## src/rtl/core/coverage_alpha_compositor_top_macros.svh

```systemverilog
// Assertion macros used by the compositor blend module.
`ifndef COVERAGE_ALPHA_COMPOSITOR_TOP_MACROS_SVH
`define COVERAGE_ALPHA_COMPOSITOR_TOP_MACROS_SVH

// Check cons in the same cycle as ante.
`define CAC_ASSERT_NOW(label, ante, cons) \
  label: assert property (@(posedge clk) disable iff (rst) (ante) |-> (cons)) \
    else $error("compositor check failed");

// Check cons in the cycle after ante.
`define CAC_ASSERT_NEXT(label, ante, cons) \
  label: assert property (@(posedge clk) disable iff (rst) (ante) |=> (cons)) \
    else $error("compositor check failed");

`endif

```

## src/rtl/core/cac_pkg.sv

```systemverilog
package cac_pkg;

  localparam int unsigned ALPHA_SHIFT = 24;
  localparam logic [31:0] RGB_MASK    = 32'h00ff_ffff;
  localparam logic [31:0] ALPHA_MASK  = 32'hff00_0000;
  localparam logic [7:0]  BYTE_MAX    = 8'hff;

  localparam logic [1:0] REG_FILL_COLOR = 2'd0;
  localparam logic [1:0] REG_LINE_COLOR = 2'd1;
  localparam logic [1:0] REG_SUBPIX_RES = 2'd2;

  localparam int unsigned RECIP_W      = 25;
  localparam int unsigned RECIP_SHIFT  = 24;
  localparam int unsigned NUM_W        = 24;
  localparam int unsigned BLEND_SHIFT  = 40;
  localparam logic [16:0] FULL_SQ      = 17'd65025;
  localparam logic [NUM_W-1:0] NUM_MAX = 24'd16581375;
  localparam longint unsigned BLEND_RECIP_L =
    ((64'd1 << BLEND_SHIFT) + 64'd65024) / 64'd65025;
  localparam logic [RECIP_W-1:0] BLEND_RECIP = RECIP_W'(BLEND_RECIP_L);

  typedef enum logic [1:0] {
    SEL_ZERO,
    SEL_FILL,
    SEL_LINE,
    SEL_BLEND
  } cac_sel_t;

  typedef struct packed {
    logic [31:0]        fill_color;
    logic [31:0]        line_color;
    logic [RECIP_W-1:0] recip;
  } cac_cfg_t;

  typedef struct packed {
    logic [7:0] af;
    logic [7:0] al;
  } cac_alpha_t;

  // ceil(2^24 / (res*res)); resolution zero acts as one
  function automatic logic [RECIP_W-1:0] recip_of(input logic [3:0] res);
    logic [RECIP_W-1:0] m;
    unique case (res)
      4'd0:    m = 25'd16777216;
      4'd1:    m = 25'd16777216;
      4'd2:    m = 25'd4194304;
      4'd3:    m = 25'd1864136;
      4'd4:    m = 25'd1048576;
      4'd5:    m = 25'd671089;
      4'd6:    m = 25'd466034;
      4'd7:    m = 25'd342393;
      4'd8:    m = 25'd262144;
      4'd9:    m = 25'd207127;
      4'd10:   m = 25'd167773;
      4'd11:   m = 25'd138655;
      4'd12:   m = 25'd116509;
      4'd13:   m = 25'd99274;
      4'd14:   m = 25'd85599;
      4'd15:   m = 25'd74566;
      default: m = 25'd16777216;
    endcase
    return m;
  endfunction

endpackage

```

## src/rtl/core/cac_cfg.sv

```systemverilog
module cac_cfg import cac_pkg::*; (
  input  logic        clk,
  input  logic        rst,
  input  logic        cfg_we,
  input  logic [1:0]  cfg_index,
  input  logic [31:0] cfg_data,
  output cac_cfg_t    cfg
);

  always_ff @(posedge clk) begin
    if (rst) begin
      cfg.fill_color <= '0;
      cfg.line_color <= '0;
      cfg.recip      <= recip_of(4'd4);
    end else if (cfg_we) begin
      unique case (cfg_index)
        REG_FILL_COLOR: cfg.fill_color <= cfg_data;
        REG_LINE_COLOR: cfg.line_color <= cfg_data;
        REG_SUBPIX_RES: cfg.recip      <= recip_of(cfg_data[3:0]);
        default: ;
      endcase
    end
  end

endmodule

```

## config.mk

```make
export PLATFORM = sky130hd
export DESIGN_NAME = cac_cfg
export DESIGN_NICKNAME = d
export VERILOG_FILES = /design/src/rtl/core/coverage_alpha_compositor_top_macros.svh /design/src/rtl/core/cac_pkg.sv /design/src/rtl/core/cac_cfg.sv
export SDC_FILE = /design/constraint.sdc
export NUM_CORES = 1
export LEC_CHECK = 0
export BUFFER_PORTS_ARGS = -buffer_cell sky130_fd_sc_hd__buf_2
export CAP_MARGIN = 25
export CELL_PAD_IN_SITES_DETAIL_PLACEMENT = 1
export CELL_PAD_IN_SITES_GLOBAL_PLACEMENT = 1
export CORE_MARGIN = 3
export CORE_UTILIZATION = 37
export DETAILED_ROUTE_END_ITERATION = 6
export PLACE_DENSITY_LB_ADDON = 0.1
export RECOVER_POWER = 100
export SLEW_MARGIN = 5
export SYNTH_ARGS = -nofsm -noshare
export SYNTH_HDL_FRONTEND = slang
export SYNTH_SLANG_ARGS = --single-unit
export TNS_END_PERCENT = 100
```

## constraint.sdc

```tcl
create_clock -name clk -period 3.6 [get_ports clk]
set_clock_uncertainty 0.2 [all_clocks]
set_input_delay 0.72 -clock clk [delete_from_list [all_inputs] [get_ports clk]]
set_output_delay 0.72 -clock clk [all_outputs]
set_load 0.02 [all_outputs]
```

* Word-level counts from Yosys, hierarchy flattened
Memories as Yosys holds them, arrays and structs flattened. A register that Yosys moved wholly into a read port is not among the register bits.
Cells that the tools add are included.
** Cells by class
- Eq/ne operators :: 2
- Reductions and logical operators :: 4
** Operators by type and width (number)
- 2-bit AND reduction :: 3
- 2-bit by 1-bit equality test with 1-bit output, second input constant :: 1
- 2-bit equality test, second input constant :: 1
- 2-bit logical NOT :: 1
** Storage, ports and cells
- Memories kept :: 1
- ROM bits :: 368
- Register bits :: 89
- Output and inout bits :: 89
- Bits of input ports :: 37
- Logic and storage cells :: 10
** Memory list
- (name not given) :: words 16, bits a word 23, read ports 1, clocked after Yosys merged registers in 1, wr ports 0, line cac_pkg.sv:43 : unique case (res)

* Depth between registers and ports, before layout
- Word-level depth :: 2
- Gate-level depth with buffers :: 6
- Mapped depth without buffers :: 5

* Worst setup path after synthesis
Ideal clock, no wire load.
- Path kind :: input port to flip-flop
- Start :: in cfg_data[1]
- End :: reg cfg[6] (netlist name)
- Cell stages on the path :: 6
- Path slack :: 1504 ps
- Path buffers :: 1
- Arrival time :: 1804 ps
- Setup time :: 92 ps
- Required time :: 3308 ps
- Cell sequence :: clkbuf_1 inv_1 ha_1 nor3b_1 a211oi_1 o32ai_1
** RTL lines
- from (decl) :: line cac_cfg.sv:6 : input logic [31:0] cfg_data,

* Final worst setup path
- Start :: in rst
- End :: reg cfg[77] in the netlist's numbering
** RTL lines
- from (decl) :: line cac_cfg.sv:3 : input logic rst,
- to (decl) :: line cac_cfg.sv:7 : output cac_cfg_t cfg
No word-level cell between the ends.

==> flow_summary.toml <==
[run_status]
status = "finished with violations"
failed_checks = "capacitance limit, slew limit"

[yosys]
syn_avg_cell_area_um2 = 8.02
syn_inst = 423
yosys_warnings = 0
synth-simple-area-share_pct = 22.9
ys_ff_latch = 87
synth.area.mux_share_pct = 0.627
synth_top_family_by_area = "simple AND/OR/NAND/NOR gates"
synth_cell_types = 34
synthAdderAreaFrac_pct = 2.21
ys.flop_type = "dfxtp_1"
syn-cell-area_um2 = 3390
async_reset_ff_share_pct = 0
ys_seq_area_share_pct = 51.3
synth_edf_count = 0
synthXorXnorAreaFrac_pct = 0
synth-compound-area-share_pct = 17.4

[worst_setup_path]
cp-endpoint = "cfg[77]$_SDFFE_PP0P_"
critPathKind = "in2reg"
r2r-end = "cfg[16]$_SDFFE_PP0P_"
cp_num_cells = 3
slowest_delay_ns = 1.44
crit_chain = "clkbuf_1 > buf_4 > a21oi_1"
slowest_stage = "clkbuf_1"
r2r_cells = 2
worst-endpoint-required_ns = 3.62
rrSetupSlack_ns = 2.59
startpoint_type = "primary input"
critical_path.top_delay_family = "buffers and inverters"
critPathArrivalTime_ns = 2.75
cp-startpoint = "rst"
worstReg2RegStart = "cfg[16]$_SDFFE_PP0P_"
critPathMaxFanout = 46
path_buf_inv = 2
crit_path_end_kind = "flop"

[power]
leakage_nw = 1.47
ir_drop_mv = 0.196
powerDensity_nw_per_um2 = 477

[cts]
cts_buffers = 9
cts_root_buf = "clkbuf_8"
htreeDepth = 3
ctsResizeCount = 0
clkLatencyLatePin_ns = 0.34
tritoncts = "done"
postCtsHoldBufs = 0
clock_path_buffers = 2
cts_num_sinks = 87
clk_pin_slew_ns = 0.08
cts_setup_buffers = 0

[sta]
max-slew-margin-rel_pct = -36.7
fin_crit_ns = 2.73
finalHoldViolCount = 0
rsz0062_at_grt = "no"
period_share_pct = 75.8
fmax_mhz = 367
slew_violations = 80
setup_violations = 0
tightestPinTransition_ns = 2.05
setup-tns-final_ns = 0

[die]
start_util_pct = 38.5
ioPinCount = 126
die_x_um = 102
die_area_um2 = 10400
fp-row-count = 34
core_area_um2 = 8810
dieHeight_um = 102

[placed_design]
gp_congestion = 0.778
port_buffers = 123
place_hpwl_um = 6940
place_inst = 626

[cells_and_area]
nNetsFinal = 572
largest_register_ffs = 87
drive_gt1_share_pct = 10.3
reg_top3 = "cfg x87"
n_antenna_cell = 0
fin_cells = 642
syn2layout_area_growth_pct = 22.2
top_register = "cfg"

[detailed_routing]
detail_route.first_pass.iterations = 4
dr_total_vias = 3244
ant_nets = 0
drt-total-wl_um = 10000
vias_per_cell = 5.05
wl_per_cell_um = 15.6
drc = 0
drt_iter0_markers = 79

[global_routing]
antenna_found_initial = 0
track_usage_pct = 19.8
grt_max_degree = 47
first_global_vias = 3225
grt_pass1_wl_um = 16100
overflow = 0

[worst_hold_path]
hold_path_class = "reg2reg"

[flow_run]
maxCapViolations = 2
-- cells in the mapped netlist (5+ instances only) --
cell | n | share of area (%)
buf_4 | 6 | 1.3
nand3b_1 | 5 | 1.1
nor2_1 | 14 | 1.5
a311oi_1 | 8 | 2.1
buf_2 | 13 | 1.9
nor2b_1 | 6 | 1.1
ha_1 | 6 | 2.2
nand3_1 | 5 | 0.74
dfxtp_1 | 87 | 51
a21oi_1 | 74 | 11
clkbuf_1 | 16 | 1.8
nand2_1 | 146 | 16
-- through the flow --
stage	setup WS [ns]	hold slack (ns)	utilization (%)	instance area [um^2]	power, mW
global placement	1.20	0.237	45.7	4030	1.26
global route	0.681	0.284	47.1	4150	2.07
floorplan	1.50	0.329	-	3400	1.18
finish	0.872	0.257	47.1	4150	1.98
detailed placement	1.11	0.245	46.0	4050	1.27
CTS	1.46	0.257	48.5	4270	2.02
-- how the worst min path moves through the flow --
| stage | start | cells after the start | endpoint | slack, ns |
|---|---|---|---|---|
| after detailed placement | cfg[46]$_SDFFE_PP0P_ | 2 | cfg[46]$_SDFFE_PP0P_ | 0.24 |
| after floorplan | cfg[7]$_SDFFE_PP0P_ | 2 | cfg[7]$_SDFFE_PP0P_ | 0.33 |
| after global placement | cfg[84]$_SDFFE_PP0P_ | 2 | cfg[84]$_SDFFE_PP0P_ | 0.24 |
| after global routing | cfg[48]$_SDFFE_PP0P_ | 2 | cfg[48]$_SDFFE_PP0P_ | 0.28 |
| final | cfg[57]$_SDFFE_PP0P_ | 2 | cfg[57]$_SDFFE_PP0P_ | 0.26 |
| after CTS | cfg[46]$_SDFFE_PP0P_ | 2 | cfg[46]$_SDFFE_PP0P_ | 0.26 |
-- cells by family after synthesis --
logic type / Yosys count
buffers and inverters: 39
muxes: 2
AOI/OAI and AO/OA: 102
and+or+nand+nor: 186
DFF: 87
adders and majority gates: 6
other: 1
-- routing by layer --
| layer | vias to the layer above | GRT usage, % | part of all wire (%) |
|---|---|---|---|
| met5 | - | 0 | 0 |
| met4 | 0 | 7.46 | 1.5 |
| met3 | 11 | 2.96 | 4.3 |
| met2 | 77 | 32.8 | 47 |
| met1 | 1543 | 25.9 | 47 |
| li1 | 1613 | - | - |
-- tightest hold or removal path: stages (launching register included) --
cell and delay [ns]:
dfxtp_1 0.31, nand2_1 0.05, a21oi_1 0.05
-- area by class of cell --
type | instances | area, um^2
inverters | 3 | 11.3
well taps | 108 | 135
flip-flops and latches | 87 | 1740
clock inverters | 5 | 81.3
repair buffers | 130 | 569
clock buffers | 11 | 131
fillers | 1149 | 4660
multi-input cells | 298 | 1480
-- placed cells by master, fill, tap and decap left out, types with 3 or more instances in the layout --
| cell | netlist | routed |
|---|---|---|
| a211oi_1 | 3 | 3 |
| a21oi_1 | 74 | 74 |
| a311oi_1 | 8 | 8 |
| buf_2 | 13 | 34 |
| buf_4 | 6 | 4 |
| clkbuf_1 | 16 | 93 |
| clkbuf_8 | 0 | 9 |
| dfxtp_1 | 87 | 87 |
| ha_1 | 6 | 6 |
| inv_1 | 3 | 3 |
| nand2_1 | 146 | 146 |
| nand2b_1 | 3 | 3 |
| nand3_1 | 5 | 5 |
| nand3b_1 | 5 | 5 |
| nor2_1 | 14 | 14 |
| nor2b_1 | 6 | 6 |
| o211ai_1 | 3 | 3 |
| o21ai_0 | 3 | 3 |
-- report_power, final --
group	internal, mW	switching (mW)	total, mW
logic	0.0682	0.158	0.226
registers	0.995	0.0178	1.01
clock network	0.393	0.346	0.740
total	1.46	0.522	1.98
No activity file was read; power rests on OpenSTA's default activity.
