<file path="config.mk">
export PLATFORM = sky130hd
export DESIGN_NAME = cac_alpha
export DESIGN_NICKNAME = d
export VERILOG_FILES = /design/src/rtl/core/coverage_alpha_compositor_top_macros.svh /design/src/rtl/core/cac_pkg.sv /design/src/rtl/core/cac_alpha.sv
export SDC_FILE = /design/constraint.sdc
export NUM_CORES = 2
export LEC_CHECK = 0
export ABC_AREA = 1
export ABC_CLOCK_PERIOD_IN_PS = 12000
export BUFFER_PORTS_ARGS = -buffer_cell sky130_fd_sc_hd__buf_2
export CORE_MARGIN = 4
export CORE_UTILIZATION = 53
export CTS_CLUSTER_SIZE = 25
export DETAILED_ROUTE_END_ITERATION = 16
export GPL_TIMING_DRIVEN = 0
export PLACE_DENSITY_LB_ADDON = 0.3
export SLEW_MARGIN = 40
export SYNTH_ARGS = -nofsm -noshare
export SYNTH_HDL_FRONTEND = slang
export SYNTH_SLANG_ARGS = --single-unit
</file>
<file path="constraint.sdc">
create_clock -name clk -period 12 [get_ports clk]
set_input_delay 3.6 -clock clk [delete_from_list [all_inputs] [get_ports clk]]
set_output_delay 3.6 -clock clk [all_outputs]
set_load 0.02 [all_outputs]
</file>
<file path="src/rtl/core/coverage_alpha_compositor_top_macros.svh">
// Assertion macros used by the compositor blend module.
`ifndef COVERAGE_ALPHA_COMPOSITOR_TOP_MACROS_SVH
`define COVERAGE_ALPHA_COMPOSITOR_TOP_MACROS_SVH

// Check cons in the same cycle as ante.
`define CAC_ASSERT_NOW(label, ante, cons) \
  label: assert property (@(posedge clk) disable iff (rst) (ante) |-> (cons)) \
    else $error("compositor check failed");

// Check cons in the cycle after ante.
`define CAC_ASSERT_NEXT(label, ante, cons) \
  label: assert property (@(posedge clk) disable iff (rst) (ante) |=> (cons)) \
    else $error("compositor check failed");

`endif

</file>
<file path="src/rtl/core/cac_pkg.sv">
package cac_pkg;

  localparam int unsigned ALPHA_SHIFT = 24;
  localparam logic [31:0] RGB_MASK    = 32'h00ff_ffff;
  localparam logic [31:0] ALPHA_MASK  = 32'hff00_0000;
  localparam logic [7:0]  BYTE_MAX    = 8'hff;

  localparam logic [1:0] REG_FILL_COLOR = 2'd0;
  localparam logic [1:0] REG_LINE_COLOR = 2'd1;
  localparam logic [1:0] REG_SUBPIX_RES = 2'd2;

  localparam int unsigned RECIP_W      = 25;
  localparam int unsigned RECIP_SHIFT  = 24;
  localparam int unsigned NUM_W        = 24;
  localparam int unsigned BLEND_SHIFT  = 40;
  localparam logic [16:0] FULL_SQ      = 17'd65025;
  localparam logic [NUM_W-1:0] NUM_MAX = 24'd16581375;
  localparam longint unsigned BLEND_RECIP_L =
    ((64'd1 << BLEND_SHIFT) + 64'd65024) / 64'd65025;
  localparam logic [RECIP_W-1:0] BLEND_RECIP = RECIP_W'(BLEND_RECIP_L);

  typedef enum logic [1:0] {
    SEL_ZERO,
    SEL_FILL,
    SEL_LINE,
    SEL_BLEND
  } cac_sel_t;

  typedef struct packed {
    logic [31:0]        fill_color;
    logic [31:0]        line_color;
    logic [RECIP_W-1:0] recip;
  } cac_cfg_t;

  typedef struct packed {
    logic [7:0] af;
    logic [7:0] al;
  } cac_alpha_t;

  // ceil(2^24 / (res*res)); resolution zero acts as one
  function automatic logic [RECIP_W-1:0] recip_of(input logic [3:0] res);
    logic [RECIP_W-1:0] m;
    unique case (res)
      4'd0:    m = 25'd16777216;
      4'd1:    m = 25'd16777216;
      4'd2:    m = 25'd4194304;
      4'd3:    m = 25'd1864136;
      4'd4:    m = 25'd1048576;
      4'd5:    m = 25'd671089;
      4'd6:    m = 25'd466034;
      4'd7:    m = 25'd342393;
      4'd8:    m = 25'd262144;
      4'd9:    m = 25'd207127;
      4'd10:   m = 25'd167773;
      4'd11:   m = 25'd138655;
      4'd12:   m = 25'd116509;
      4'd13:   m = 25'd99274;
      4'd14:   m = 25'd85599;
      4'd15:   m = 25'd74566;
      default: m = 25'd16777216;
    endcase
    return m;
  endfunction

endpackage

</file>
<file path="src/rtl/core/cac_alpha.sv">
module cac_alpha import cac_pkg::*; (
  input  logic       clk,
  input  logic       rst,
  input  cac_cfg_t   cfg,
  input  logic       in_valid,
  output logic       in_ready,
  input  logic [7:0] fill_coverage,
  input  logic [7:0] line_coverage,
  output logic       out_valid,
  input  logic       out_ready,
  output cac_alpha_t alpha
);

  logic        v1;
  logic [15:0] pf;
  logic [15:0] pl;
  logic        ready1;
  logic        ready2;
  logic [40:0] qf;
  logic [40:0] ql;

  assign ready1   = !v1 || ready2;
  assign ready2   = !out_valid || out_ready;
  assign in_ready = ready1;

  always_ff @(posedge clk) begin
    if (rst) begin
      v1 <= 1'b0;
    end else if (ready1) begin
      v1 <= in_valid;
    end
  end

  always_ff @(posedge clk) begin
    if (ready1 && in_valid) begin
      pf <= {8'h00, cfg.fill_color[31:24]} * {8'h00, fill_coverage};
      pl <= {8'h00, cfg.line_color[31:24]} * {8'h00, line_coverage};
    end
  end

  // divide by full coverage through the reciprocal
  assign qf = {25'h0, pf} * {16'h0, cfg.recip};
  assign ql = {25'h0, pl} * {16'h0, cfg.recip};

  always_ff @(posedge clk) begin
    if (rst) begin
      out_valid <= 1'b0;
    end else if (ready2) begin
      out_valid <= v1;
    end
  end

  always_ff @(posedge clk) begin
    if (ready2 && v1) begin
      alpha.af <= (qf[40:24] > 17'(BYTE_MAX)) ? BYTE_MAX : qf[31:24];
      alpha.al <= (ql[40:24] > 17'(BYTE_MAX)) ? BYTE_MAX : ql[31:24];
    end
  end

endmodule

</file>
Word level (Yosys, flattened, before mapping). Index checks and enable logic that the tools add are counted.

Register bits: 50.

$mul: 4. $lt $le $gt $ge: 2. Reductions and logical operators: 6.

Operators with widths (number): 16-bit by 25-bit multiplier with 41-bit output (2); 17-bit by 8-bit > comparator with 1-bit output, second input constant (2); 8-bit by 8-bit multiplier with 16-bit output (2); 1-bit logical AND (2); 1-bit zero test (2); 1-bit logical OR (2).

Logic depth before layout (Yosys ltp).
Depth in word-level cells: 4. Depth in mapped cells: 33. Depth with buffers taken out: 31.

Worst setup path after synthesis. OpenSTA, ideal clock, no wires.

Path type: input port to flip-flop. From: input port cfg[21] (netlist name). To: register alpha[0] (netlist name) (data pin). Library setup time: 0.265 ns. Arrival: 8.622 ns. Required time: 11.735 ns. Slack: 3.113 ns. Stages on the path: 24. Cells stage by stage: clkbuf_1 -> nand2_1 -> fa_1 -> inv_1 -> fa_1 -> inv_1 -> fa_1 -> inv_1 -> fa_1 -> fa_1 -> inv_1 -> fa_1 -> inv_1 -> ha_1 -> a21oi_1 -> o21ai_0 -> a21oi_1 -> nor2_1 -> nor3_1 -> nand2_1 -> nand2_1 -> nand3_2 -> nor2_4 -> nand3_1.

Cells in the longest elaborated chain, start to end: 2.

Ends and longest elaborated chain: from (decl) (RTL line cac_alpha.sv:4) `input cac_cfg_t cfg,`; 16-bit by 25-bit multiplier with 41-bit output (*) (RTL line cac_alpha.sv:43) `assign ql = {25'h0, pl} * {16'h0, cfg.recip};`; 17-bit by 8-bit > comparator with 1-bit output (RTL line cac_alpha.sv:56) `alpha.al <= (ql[40:24] > 17'(BYTE_MAX)) ? BYTE_MAX : ql[31:24];`; to (decl) (RTL line cac_alpha.sv:11) `output cac_alpha_t alpha`.

Mark *: on every way between the ends. The rest lies on a longest branch, timed or not. A chain may end at the register's enable or synchronous reset.

Final worst setup path.
From: input port cfg[0] (netlist name). To: register alpha[14] (netlist name) (data pin).

Cells in the longest elaborated chain, start to end: 2.

Ends and longest elaborated chain: 16-bit by 25-bit multiplier with 41-bit output (*) (RTL line cac_alpha.sv:42) `assign qf = {25'h0, pf} * {16'h0, cfg.recip};`; 17-bit by 8-bit > comparator with 1-bit output (RTL line cac_alpha.sv:55) `alpha.af <= (qf[40:24] > 17'(BYTE_MAX)) ? BYTE_MAX : qf[31:24];`.

Marks and branches as above.

==> out/results.ini <==
[critical_path]
r2r-start=pl[4]$_DFFE_PP_
critical_path_class=input pin to flop
ff2ff_path_depth=26
cp-end-kind=flop
critPathMostFrequentCell=nand2_1
startpoint_type=input pin
cp.buffers_inverters=7
rrSetupSlack_ns=4.88
cp_slowest_stage_delay_ns=0.63
r2r-end=alpha[4]$_SDFFCE_PN1P_
worstPathMaxFanout=10
required_ns=12.06
crit_family=adder cells
worstPathArrival_ns=10.10
slowest_stage=clkbuf_1

[cells_and_area]
fin_nets=5592
fillers=5853
multi_input_area_um2=25470
area_delta_synth_final_pct=4.303
final_util_pct=56.31
seq_area_um2=1481
drive_above_1_share_pct=2.276

[sta]
timing.final.ws_setup_ns=1.961
finalClockSkew_ns=0.01300
relSlewSlack_pct=38.19
hold_viol=0
setup_tns_ns=0
rsz0062_at_grt=false
report.final.slew_viol_count=0
finalCritPeriodShare_pct=83.66
setup_violations=0
hold_ws_ns=0.5249
finalCriticalPeriod_ns=10.04
timing.fmax_mhz=99.61
tightest_slew_ns=0.9272

[floorplanning]
core_area_um2=60810
fp.dieArea_um2=65980
rows=90
start_util_pct=53.99
die_height_um=256.9
die_w_um=256.9
ios=127

[clock_network]
ctsLongestPathBuffers=2
cts_tree=built
post-cts-setup-buffer-count=0
insertion_delay_ns=0.33
root_buffer=clkbuf_16
clk_pin_slew_ns=0.07
cts.sinks=50
cts_max_level=2
cts-resized-gates=0
cts_hold_buf=0
cts_buffers=5

[global_route]
grt_antenna_before_repair=9
grt_overflow=0
grt_max_degree=33
first_global_vias=27240
grt_usage_pct=27.69
grt_pass1_wl_um=143800

[worst_hold_path]
hold_depth=2
worstHoldEndpoint=v1$_SDFFE_PP0N_
hp-start=v1$_SDFFE_PP0N_
hold_class=flop to flop

[placed_design]
numPortBuffers=46
gp_congestion=0.9513
dp_hpwl_um=78300
dp_slack_ns=1.685

[logic_synthesis]
yosys.area.top_type=fa_1
seq_area_frac_synth_pct=4.513
synth.avg_cell_area_um2=7.415
yosysMostFrequentCell=inv_1
yosys_warnings=0
synth_area_leaders=fa_1, inv_1, nand2_1, ha_1, edfxtp_1
synth_seq_cells=50
ys_top_cells_by_count=inv_1, nand2_1, fa_1
synth-edff-count=48
syn-num-nets=5538
ys.flop_type=edfxtp_1
yosys.cell_types.count=41
synth_cells=4427
yosysTopAreaCellShare_pct=43.30
async_reset_ff_share_pct=0
synthesis.area_um2=32830

[routing]
drt-initial-drc-count=2213
drt.antenna.violating_nets=0
drt-pass1-iter-count=8
via_per_inst=5.149
drc=0
totalWireLength_um=90140
vias=27120
wl_per_cell_um=17.12

[outcome]
status=complete, no violations

[job]
cap_violations=0

tightest hold or removal path, delay by kind of cell (launching register included):
kind / cells / cell delay (ns)
flip-flops: 1 / 0.31
AND/OR/NAND/NOR: 1 / 0.10
AO/OA/AOI/OAI: 1 / 0.07
final cells by class:
cell class	count	share of cell area, %
clock inverters	2	0.1096
plain buffers	201	2.240
flip-flops and latches	50	4.327
diodes	2	0.01462
multi-input cells	2810	74.38
inverters	1366	14.97
clock buffers	6	0.3764
repair buffers	47	0.7162
well taps	782	2.858
metal layers:
layer | track usage, % | share of wire [%] | vias up
li1 | - | - | 12530
met1 | 36.89 | 40 | 13220
met2 | 45.38 | 46 | 1121
met3 | 5.192 | 9.6 | 233
met4 | 10.56 | 4.6 | 12
met5 | 0 | 0.10 | -
kinds of logic after synthesis:
group	after synthesis	synth area share, %
AO/OA/AOI/OAI	171	2.824
adder cells (fa/ha/maj)	1002	54.43
AND/OR/NAND/NOR	1594	19.15
XOR/XNOR	43	1.147
buffers and inverters	1567	17.94
flip-flops	50	4.513
sequential cells by signal, summed over array words and instances, names as in the netlist:
signal / count
alpha: 16
pf: 16
pl: 16
out_valid: 1
v1: 1
through the flow:
step | instance area, µm² | cells
finish | 34240 | 5266
global route | 34240 | 5265
CTS | 34230 | 5264
detailed placement | 34070 | 5256
global placement | 34040 | 5255
floorplan | 32830 | 4427
worst max-delay path by stage:
stage,end,cells after the start,start
detailed placement,alpha[14]$_SDFFCE_PN1P_,27,cfg[0]
CTS,alpha[14]$_SDFFCE_PN1P_,27,cfg[0]
global placement,alpha[8]$_SDFFCE_PN1P_,27,cfg[0]
global route,alpha[14]$_SDFFCE_PN1P_,27,cfg[0]
floorplan,alpha[0]$_SDFFCE_PN1P_,24,cfg[21]
finish,alpha[14]$_SDFFCE_PN1P_,27,cfg[0]
cell usage in the layout, fill, tap and decap left out, types with 2 or more instances in the layout:
master	n
a21o_1	5
inv_2	13
xor2_1	25
buf_1	3
ha_1	292
buf_2	51
a21oi_1	104
o21ai_0	34
xnor2_1	18
fa_1	710
nand3_2	4
clkbuf_2	5
clkbuf_16	5
clkbuf_1	189
o21bai_1	13
diode_2	2
nand4_1	24
nor3_2	5
nor2_4	5
dfxtp_1	2
nand2_1	1341
nand2_2	4
nor2_1	132
o21ai_1	4
a31oi_1	2
nand3_1	51
inv_1	1353
and2_1	3
nor2_2	5
edfxtp_1	48
nand3b_1	6
o221ai_1	2
nor3_1	9
Power is not shown: default switching activity piles up to over one toggle a cycle in this logic, so the estimate is an artifact.
