==> config.mk <==
export PLATFORM = sky130hd
export DESIGN_NAME = cac_blend
export DESIGN_NICKNAME = d
export VERILOG_FILES = /design/src/rtl/core/cac_pkg.sv /design/src/rtl/core/cac_blend.sv
export VERILOG_INCLUDE_DIRS = /design/src /design/src/rtl/core
export SDC_FILE = /design/constraint.sdc
export NUM_CORES = 2
export LEC_CHECK = 0
export ABC_AREA = 1
export BUFFER_PORTS_ARGS = -buffer_cell sky130_fd_sc_hd__buf_2
export CAP_MARGIN = 15
export CORE_MARGIN = 2
export CORE_UTILIZATION = 29
export DETAILED_ROUTE_END_ITERATION = 8
export MAX_ROUTING_LAYER = met4
export PLACE_DENSITY_LB_ADDON = 0.08
export SLEW_MARGIN = 20
export SYNTH_ARGS = -nofsm -noshare
export SYNTH_HDL_FRONTEND = slang
export SYNTH_SLANG_ARGS = --single-unit
==> constraint.sdc <==
create_clock -name clk -period 8.6 [get_ports clk]
set_clock_uncertainty 0.1 [all_clocks]
set_input_delay 1.72 -clock clk [delete_from_list [all_inputs] [get_ports clk]]
set_output_delay 1.72 -clock clk [all_outputs]
set_load 0.02 [all_outputs]
==> src/rtl/core/coverage_alpha_compositor_top_macros.svh <==
// Assertion macros used by the compositor blend module.
`ifndef COVERAGE_ALPHA_COMPOSITOR_TOP_MACROS_SVH
`define COVERAGE_ALPHA_COMPOSITOR_TOP_MACROS_SVH

// Check cons in the same cycle as ante.
`define CAC_ASSERT_NOW(label, ante, cons) \
  label: assert property (@(posedge clk) disable iff (rst) (ante) |-> (cons)) \
    else $error("compositor check failed");

// Check cons in the cycle after ante.
`define CAC_ASSERT_NEXT(label, ante, cons) \
  label: assert property (@(posedge clk) disable iff (rst) (ante) |=> (cons)) \
    else $error("compositor check failed");

`endif

==> src/rtl/core/cac_pkg.sv <==
package cac_pkg;

  localparam int unsigned ALPHA_SHIFT = 24;
  localparam logic [31:0] RGB_MASK    = 32'h00ff_ffff;
  localparam logic [31:0] ALPHA_MASK  = 32'hff00_0000;
  localparam logic [7:0]  BYTE_MAX    = 8'hff;

  localparam logic [1:0] REG_FILL_COLOR = 2'd0;
  localparam logic [1:0] REG_LINE_COLOR = 2'd1;
  localparam logic [1:0] REG_SUBPIX_RES = 2'd2;

  localparam int unsigned RECIP_W      = 25;
  localparam int unsigned RECIP_SHIFT  = 24;
  localparam int unsigned NUM_W        = 24;
  localparam int unsigned BLEND_SHIFT  = 40;
  localparam logic [16:0] FULL_SQ      = 17'd65025;
  localparam logic [NUM_W-1:0] NUM_MAX = 24'd16581375;
  localparam longint unsigned BLEND_RECIP_L =
    ((64'd1 << BLEND_SHIFT) + 64'd65024) / 64'd65025;
  localparam logic [RECIP_W-1:0] BLEND_RECIP = RECIP_W'(BLEND_RECIP_L);

  typedef enum logic [1:0] {
    SEL_ZERO,
    SEL_FILL,
    SEL_LINE,
    SEL_BLEND
  } cac_sel_t;

  typedef struct packed {
    logic [31:0]        fill_color;
    logic [31:0]        line_color;
    logic [RECIP_W-1:0] recip;
  } cac_cfg_t;

  typedef struct packed {
    logic [7:0] af;
    logic [7:0] al;
  } cac_alpha_t;

  // ceil(2^24 / (res*res)); resolution zero acts as one
  function automatic logic [RECIP_W-1:0] recip_of(input logic [3:0] res);
    logic [RECIP_W-1:0] m;
    unique case (res)
      4'd0:    m = 25'd16777216;
      4'd1:    m = 25'd16777216;
      4'd2:    m = 25'd4194304;
      4'd3:    m = 25'd1864136;
      4'd4:    m = 25'd1048576;
      4'd5:    m = 25'd671089;
      4'd6:    m = 25'd466034;
      4'd7:    m = 25'd342393;
      4'd8:    m = 25'd262144;
      4'd9:    m = 25'd207127;
      4'd10:   m = 25'd167773;
      4'd11:   m = 25'd138655;
      4'd12:   m = 25'd116509;
      4'd13:   m = 25'd99274;
      4'd14:   m = 25'd85599;
      4'd15:   m = 25'd74566;
      default: m = 25'd16777216;
    endcase
    return m;
  endfunction

endpackage

==> src/rtl/core/cac_blend.sv <==
`include "coverage_alpha_compositor_top_macros.svh"

module cac_blend import cac_pkg::*; (
  input  logic        clk,
  input  logic        rst,
  input  cac_cfg_t    cfg,
  input  logic        in_valid,
  output logic        in_ready,
  input  cac_alpha_t  alpha,
  output logic        out_valid,
  input  logic        out_ready,
  output logic [31:0] pixel
);

  logic             v3;
  cac_sel_t         sel3;
  logic [7:0]       a3;
  logic [15:0]      wf;
  logic [15:0]      wl;
  logic             v4;
  cac_sel_t         sel4;
  logic [7:0]       a4;
  logic [NUM_W-1:0] num_r;
  logic [NUM_W-1:0] num_g;
  logic [NUM_W-1:0] num_b;
  logic             ready3;
  logic             ready4;
  logic             ready5;
  cac_sel_t         sel_next;
  logic [31:0]      pixel_next;

  function automatic logic [7:0] div_full_sq(input logic [NUM_W-1:0] num);
    logic [48:0] prod;
    prod = {25'h0, num} * {24'h0, BLEND_RECIP};
    return prod[47:40];
  endfunction

  function automatic logic [NUM_W-1:0] mix(input logic [15:0] w0, input logic [7:0] c0,
                                           input logic [15:0] w1, input logic [7:0] c1);
    return ({8'h00, w0} * {16'h0, c0}) + ({8'h00, w1} * {16'h0, c1});
  endfunction

  assign ready5   = !out_valid || out_ready;
  assign ready4   = !v4 || ready5;
  assign ready3   = !v3 || ready4;
  assign in_ready = ready3;

  always_comb begin
    priority if (alpha.af == 8'h00 && alpha.al == 8'h00) begin
      sel_next = SEL_ZERO;
    end else if (alpha.al == 8'h00) begin
      sel_next = SEL_FILL;
    end else if (alpha.af == 8'h00) begin
      sel_next = SEL_LINE;
    end else begin
      sel_next = SEL_BLEND;
    end
  end

  always_ff @(posedge clk) begin
    if (rst) begin
      v3 <= 1'b0;
      v4 <= 1'b0;
      out_valid <= 1'b0;
    end else begin
      if (ready3) begin
        v3 <= in_valid;
      end
      if (ready4) begin
        v4 <= v3;
      end
      if (ready5) begin
        out_valid <= v4;
      end
    end
  end

  always_ff @(posedge clk) begin
    if (ready3 && in_valid) begin
      sel3 <= sel_next;
      a3   <= (sel_next == SEL_FILL) ? alpha.af : alpha.al;
      wf   <= {8'h00, alpha.af} * {8'h00, BYTE_MAX - alpha.al};
      wl   <= {alpha.al, 8'h00} - {8'h00, alpha.al};
    end
  end

  always_ff @(posedge clk) begin
    if (ready4 && v3) begin
      sel4  <= sel3;
      a4    <= a3;
      num_r <= mix(wf, cfg.fill_color[23:16], wl, cfg.line_color[23:16]);
      num_g <= mix(wf, cfg.fill_color[15:8],  wl, cfg.line_color[15:8]);
      num_b <= mix(wf, cfg.fill_color[7:0],   wl, cfg.line_color[7:0]);
    end
  end

  always_comb begin
    unique case (sel4)
      SEL_ZERO:  pixel_next = '0;
      SEL_FILL:  pixel_next = ({24'h0, a4} << ALPHA_SHIFT) | (cfg.fill_color & RGB_MASK);
      SEL_LINE:  pixel_next = ({24'h0, a4} << ALPHA_SHIFT) | (cfg.line_color & RGB_MASK);
      SEL_BLEND: pixel_next = ALPHA_MASK |
                              {8'h00, div_full_sq(num_r), div_full_sq(num_g),
                               div_full_sq(num_b)};
      default:   pixel_next = '0;
    endcase
  end

  always_ff @(posedge clk) begin
    if (ready5 && v4) begin
      pixel <= pixel_next;
    end
  end

  `CAC_ASSERT_NOW(a_weight_sum, v3 && sel3 == SEL_BLEND, (17'(wf) + 17'(wl)) <= FULL_SQ)
  `CAC_ASSERT_NOW(a_num_bound, v4, num_r <= NUM_MAX && num_g <= NUM_MAX && num_b <= NUM_MAX)
  `CAC_ASSERT_NEXT(a_blend_opaque, v4 && ready5 && sel4 == SEL_BLEND, pixel[31:24] == BYTE_MAX)
  `CAC_ASSERT_NEXT(a_zero_pixel, v4 && ready5 && sel4 == SEL_ZERO, pixel == 32'h0)

endmodule

# Yosys cells after proc, flatten, opt, wreduce, memory -nomap -nowiden
# Cells that the tools add are included.
dict set report word_totals {
  register_bits 159
  input_bits 109
  out_inout_bits 34
}
dict set report op_classes {
  n_addsub 5
  n_mul 10
  n_eq_ne 4
  mux 5
  bitwise 2
  reduce_logical 13
}
# op count
set ops {}
lappend ops {{$mul A16 B8 Y24} 6}
lappend ops {{$mul A24 B25 Y48 const B} 3}
lappend ops {{$pmux W32 S4} 1}
lappend ops {{$add A24 B24 Y24} 3}
lappend ops {{$or A32 B24 Y32} 2}
lappend ops {{$logic_not A8 Y1} 2}
lappend ops {{$mul A8 B8 Y16} 1}
lappend ops {{$sub A16 B8 Y16} 1}
lappend ops {{$mux W8} 1}
lappend ops {{$sub A8 B8 Y8 const A} 1}
lappend ops {{$eq A2 B1 Y1 const B} 2}
lappend ops {{$eq A2 B2 Y1 const B} 2}
lappend ops {{$logic_and A1 B1 Y1} 4}
lappend ops {{$mux W2} 2}
lappend ops {{$logic_not A1 Y1} 3}
lappend ops {{$logic_or A1 B1 Y1} 3}
lappend ops {{$logic_not A2 Y1} 1}
lappend ops {{$mux W1} 1}

# Longest topological paths before layout
dict set report depth {
  depth_word 6
  mapped_depth 27
  ltp_nobuf 27
}

# Least setup slack after synthesis
# No wires, ideal clock.
dict set report synth_path {
  kind {input to register}
  startpoint {input port cfg[58] (netlist name)}
  endpoint {register num_b[17], data pin}
  setup_ns 0.262
  t_arrival_ns 6.641
  required_ns 8.238
  path_slack_ns 1.597
  path_stages 21
  n_path_buf 2
  cell_sequence {clkbuf_1 clkbuf_1 nand2_1 fa_1 inv_1 fa_1 inv_1 fa_1 inv_1 fa_1 fa_1 inv_1 fa_1 inv_1 ha_1 a21o_1 a21oi_1 nand2_1 a31oi_1 o21bai_1 xor2_1}
}
dict set report synth_between {
  elab_chain_cells 2
}
# item line
set synth_rtl {}
lappend synth_rtl {{start, declared} cac_blend.sv:6} ;# input cac_cfg_t cfg,
lappend synth_rtl {{$mul A16 B8 Y24} cac_blend.sv:40} ;# return ({8'h00, w0} * {16'h0, c0}) + ({8'h00, w1} * {16'h0, c1});
lappend synth_rtl {{$add A24 B24 Y24} cac_blend.sv:40}
lappend synth_rtl {{end signal, assigned} cac_blend.sv:93} ;# num_b <= mix(wf, cfg.fill_color[7:0], wl, cfg.line_color[7:0]);
lappend synth_rtl {{end, declared} cac_blend.sv:25} ;# logic [NUM_W-1:0] num_b;
# No other way between the ends.
# A chain may end at the register's enable or synchronous reset.

# Worst setup path in the final report
dict set report layout_path {
  startpoint {input port cfg[58] (netlist name)}
  endpoint {register num_b[20], data pin}
}
# The elaborated chain is that of the path after synthesis.

==> PnR_summary.wiki <==
{| class="wikitable"
! Metric !! Value
|-
| Status || finished clean
|-
| Placeable core region || 0.181 mm^2
|-
| Global routing met1 resource utilization || 25.2%
|-
| Routability congestion estimate || 0.871
|-
| FFs w/ async S/R, synth || 0%
|-
| Buffer and inverter count on the worst path || 6
|-
| Time the final worst path needs with I/O delays and setup || 6970 ps
|-
| Net count of the finished layout || 8594
|-
| Number of H-tree branching levels || 4
|-
| Crit Path Max Fanout || 17
|-
| Top_reg_cell synth || edfxtp_1
|-
| TritonCTS clock tree || yes
|-
| Average cell area after synthesis || 7.80 um^2
|-
| Yosys warning total || 0
|-
| Most Frequent Cell on Critical Path || fa_1
|-
| Initial antenna violation count || 24
|-
| Drt total wl || 163 mm
|-
| Wire length of the first global-routing pass || 258 mm
|-
| Reg2reg setup slack || 2010 ps
|-
| Via count of the first global-routing pass || 43100
|-
| Total gr overflow || 0
|-
| CP arrival || 7170 ps
|-
| Final-report hold violation count || 0
|-
| Flip-flop and latch count after synthesis || 159
|-
| Clock-pin slew reported for the worst setup and hold paths after clock tree synthesis || 80 ps
|-
| Row cnt || 156
|-
| Post-synth design cell area || 0.0527 mm^2
|-
| Most area-hungry cell type in the Yosys netlist || fa_1
|-
| Die ar. || 0.185 mm^2
|-
| Endpoint of the lowest-slack register-to-register path || num_g[22]
|-
| Post-synth EDFFs || 156
|-
| TritonCTS sink count || 159
|-
| Post-detailed-route wirelength per cell || 17.9 um
|-
| Number of buffers inserted during clock tree synthesis || 17
|-
| Pin count of the biggest net entering global routing || 49
|-
| Critical path startpoint category || primary input
|-
| Worst endpoint required time || 8800 ps
|-
| Buffer count from post-CTS setup fixing || 0
|-
| Fmax || 143 MHz
|-
| Cell with the largest stage delay on the worst path || fa_1
|-
| Crit path capture type || register
|-
| Family with the most delay on the worst path || adder cells
|-
| Post-placement setup slack || 1090 ps
|-
| Max-capacitance violation count || 0
|-
| GR Util met2 || 31.4%
|-
| Hold WC Path Type || register to register
|-
| Filler Cells Inserted || 19800
|-
| Drt pass-1 iters || 5
|-
| Worst-skew pair later-pin latency || 560 ps
|-
| Die outline width || 430 um
|-
| Hold Path Stages || 0
|-
| Final cycle utilization of the critical path || 81.0%
|-
| P&R area growth vs syn || 7.09%
|-
| Instance count of the mapped netlist || 6762
|-
| Count of cells resized by post-cts repair || 0
|-
| Count of buffers inserted at the top-level ports || 101
|-
| Final total negative setup slack || 0 ps
|-
| Top Ports || 143
|-
| Hold endpoint || sel4[1]
|-
| Setup repair after global routing missed its margin || false
|-
| Top area cells in the synthesized netlist || fa_1 32%, ha_1 21%, inv_1 14%
|-
| Post-layout instance area || 0.0565 mm^2
|-
| DR vias || 40000
|-
| Transition time at the pin with the least slew margin || 1070 ps
|-
| Ratio of cells with drive above 1 in the final layout || 3.42%
|-
| Count of hold-fix buffers inserted at cts || 0
|-
| Slew Limit Fails || 0
|-
| Crit path cell chain || buf_2 -> nand2_1 -> fa_1 -> inv_1 -> fa_1 -> inv_1 -> fa_1 -> inv_1 -> fa_1 -> fa_1 -> inv_1 -> fa_1 -> inv_1 -> ha_1 -> a21oi_1 -> o21ai_0 -> a21oi_1 -> o21ai_0 -> nand2_1 -> nand2_1 -> xor2_1
|-
| Critical R2R Launch || wf[14]
|-
| Hold Crit Start || sel3[1]
|-
| Netlist cell types || 50
|-
| Root Buffer Master || clkbuf_16
|-
| Largest stage delay, worst path || 550 ps
|-
| Share of the synthesized area in the top cell type || 31.9%
|-
| Synth Net Count || 8614
|-
| Share of the yosys chip area belonging to registers || 8.99%
|-
| Count of endpoints failing setup in the final report || 0
|-
| Worst-case setup margin in the final layout || 1630 ps
|-
| Antenna Nets Post-Route || 0
|-
| Dpl cell area || 0.0558 mm^2
|-
| Ratio of routed vias to standard cells || 4.38
|-
| Starting DRT DRC Count || 1708
|-
| Worst Reg2Reg Path Length in Cells || 19
|-
| Maximum root-to-sink buffer count || 2
|-
| Normalized max-slew margin || 28.9%
|-
| Vert. Die Dim || 430 um
|-
| Global routing's busiest layer || met2
|-
| Starting density of the core || 29.2%
|-
| M3 GR Usage || 1.67%
|-
| DP Wirelength || 135 mm
|-
| Critical path class || primary input to register
|-
| Global router's overall resource usage || 18.8%
|-
| Count of unresolved DRC violations after routing || 0
|}
-- metrics by stage --
stage	instances	hold WS (ps)	utilization, %
final	9131	325	31.3
after CTS	9125	324	31.2
after global placement	9093	302	30.9
after detailed placement	9093	305	30.9
after global routing	9130	330	31.3
after floorplan	6762	300	-
-- how the worst max path moves through the flow --
stage	start	endpoint	slack [ps]	cells after the start
after floorplan	cfg[58]	num_b[17]	1600	21
after global placement	cfg[67]	num_g[16]	1050	20
after detailed placement	cfg[67]	num_g[21]	1090	22
after CTS	cfg[58]	num_b[22]	1690	19
after global routing	cfg[58]	num_b[20]	1320	21
final	cfg[58]	num_b[20]	1630	21
-- synthesized netlist by cell type, types with 7 or more instances --
master	count
a21oi_1	167
nand2_2	10
fa_1	840
edfxtp_1	156
nand4_1	47
nor3_1	29
nor2_2	11
xor2_1	56
a21o_1	18
nor2_1	309
clkbuf_1	174
ha_1	903
o21ai_2	7
nand3_1	141
nand2_1	1671
o21bai_1	12
xnor2_1	32
o21a_1	27
o21ai_0	81
nor2_4	7
inv_1	1997
-- area by class of cell --
| cell class | count | area (um^2) | share of cell area, % |
|---|---|---|---|
| clock inverters | 15 | 204 | 0.361 |
| diodes | 6 | 15.0 | 0.0266 |
| flip-flops and latches | 159 | 4740 | 8.40 |
| clock buffers | 17 | 425 | 0.753 |
| repair buffers | 140 | 798 | 1.41 |
| inverters | 2005 | 7530 | 13.3 |
| multi-input cells | 4419 | 39800 | 70.5 |
| well taps | 2370 | 2970 | 5.25 |
-- registers in the layout, indices dropped and copies added (netlist names), 2 cells and up --
signal,count
wf,16
num_r,24
a4,8
sel3,2
num_g,24
sel4,2
wl,16
a3,8
pixel,32
num_b,24
-- layout by cell type, fill, tap and decap left out, types with 32 or more instances in the layout --
cell type and count:
inv_1 1995, nand2_1 1671, ha_1 900, fa_1 840
nor2_1 309, a21oi_1 166, edfxtp_1 156, nand3_1 141
buf_2 101, o21ai_0 81, xor2_1 56, nand4_1 47
buf_4 39, xnor2_1 32
-- worst register-to-register path, cell delays in order (launching register included) --
cell,delay [ps]
edfxtp_1,930
buf_4,440
nand2_1,160
fa_1,570
inv_1,60
fa_1,530
inv_1,50
fa_1,490
inv_1,50
fa_1,500
fa_1,490
inv_1,50
fa_1,470
inv_1,40
ha_1,350
a21oi_1,280
o21ai_0,180
a221oi_1,300
nand3_1,130
xor2_1,170
-- logic make-up after synthesis --
| logic type | share of synthesized area, % |
|---|---|
| buffers and inverters | 15.6 |
| XOR/XNOR | 1.46 |
| AND/OR/NAND/NOR | 17.0 |
| flip-flops | 8.99 |
| adder cells (fa/ha/maj) | 53.3 |
| AO/OA/AOI/OAI | 3.64 |
-- routing by layer --
layer	wire, um	up-vias
li1	-	19800
met1	79000	19700
met2	79200	422
met3	3420	103
met4	1820	0
met5	0	-
Power is left out: the tool's default activity adds up to more than one toggle a clock period on the data nets, which glitch-free logic cannot reach.
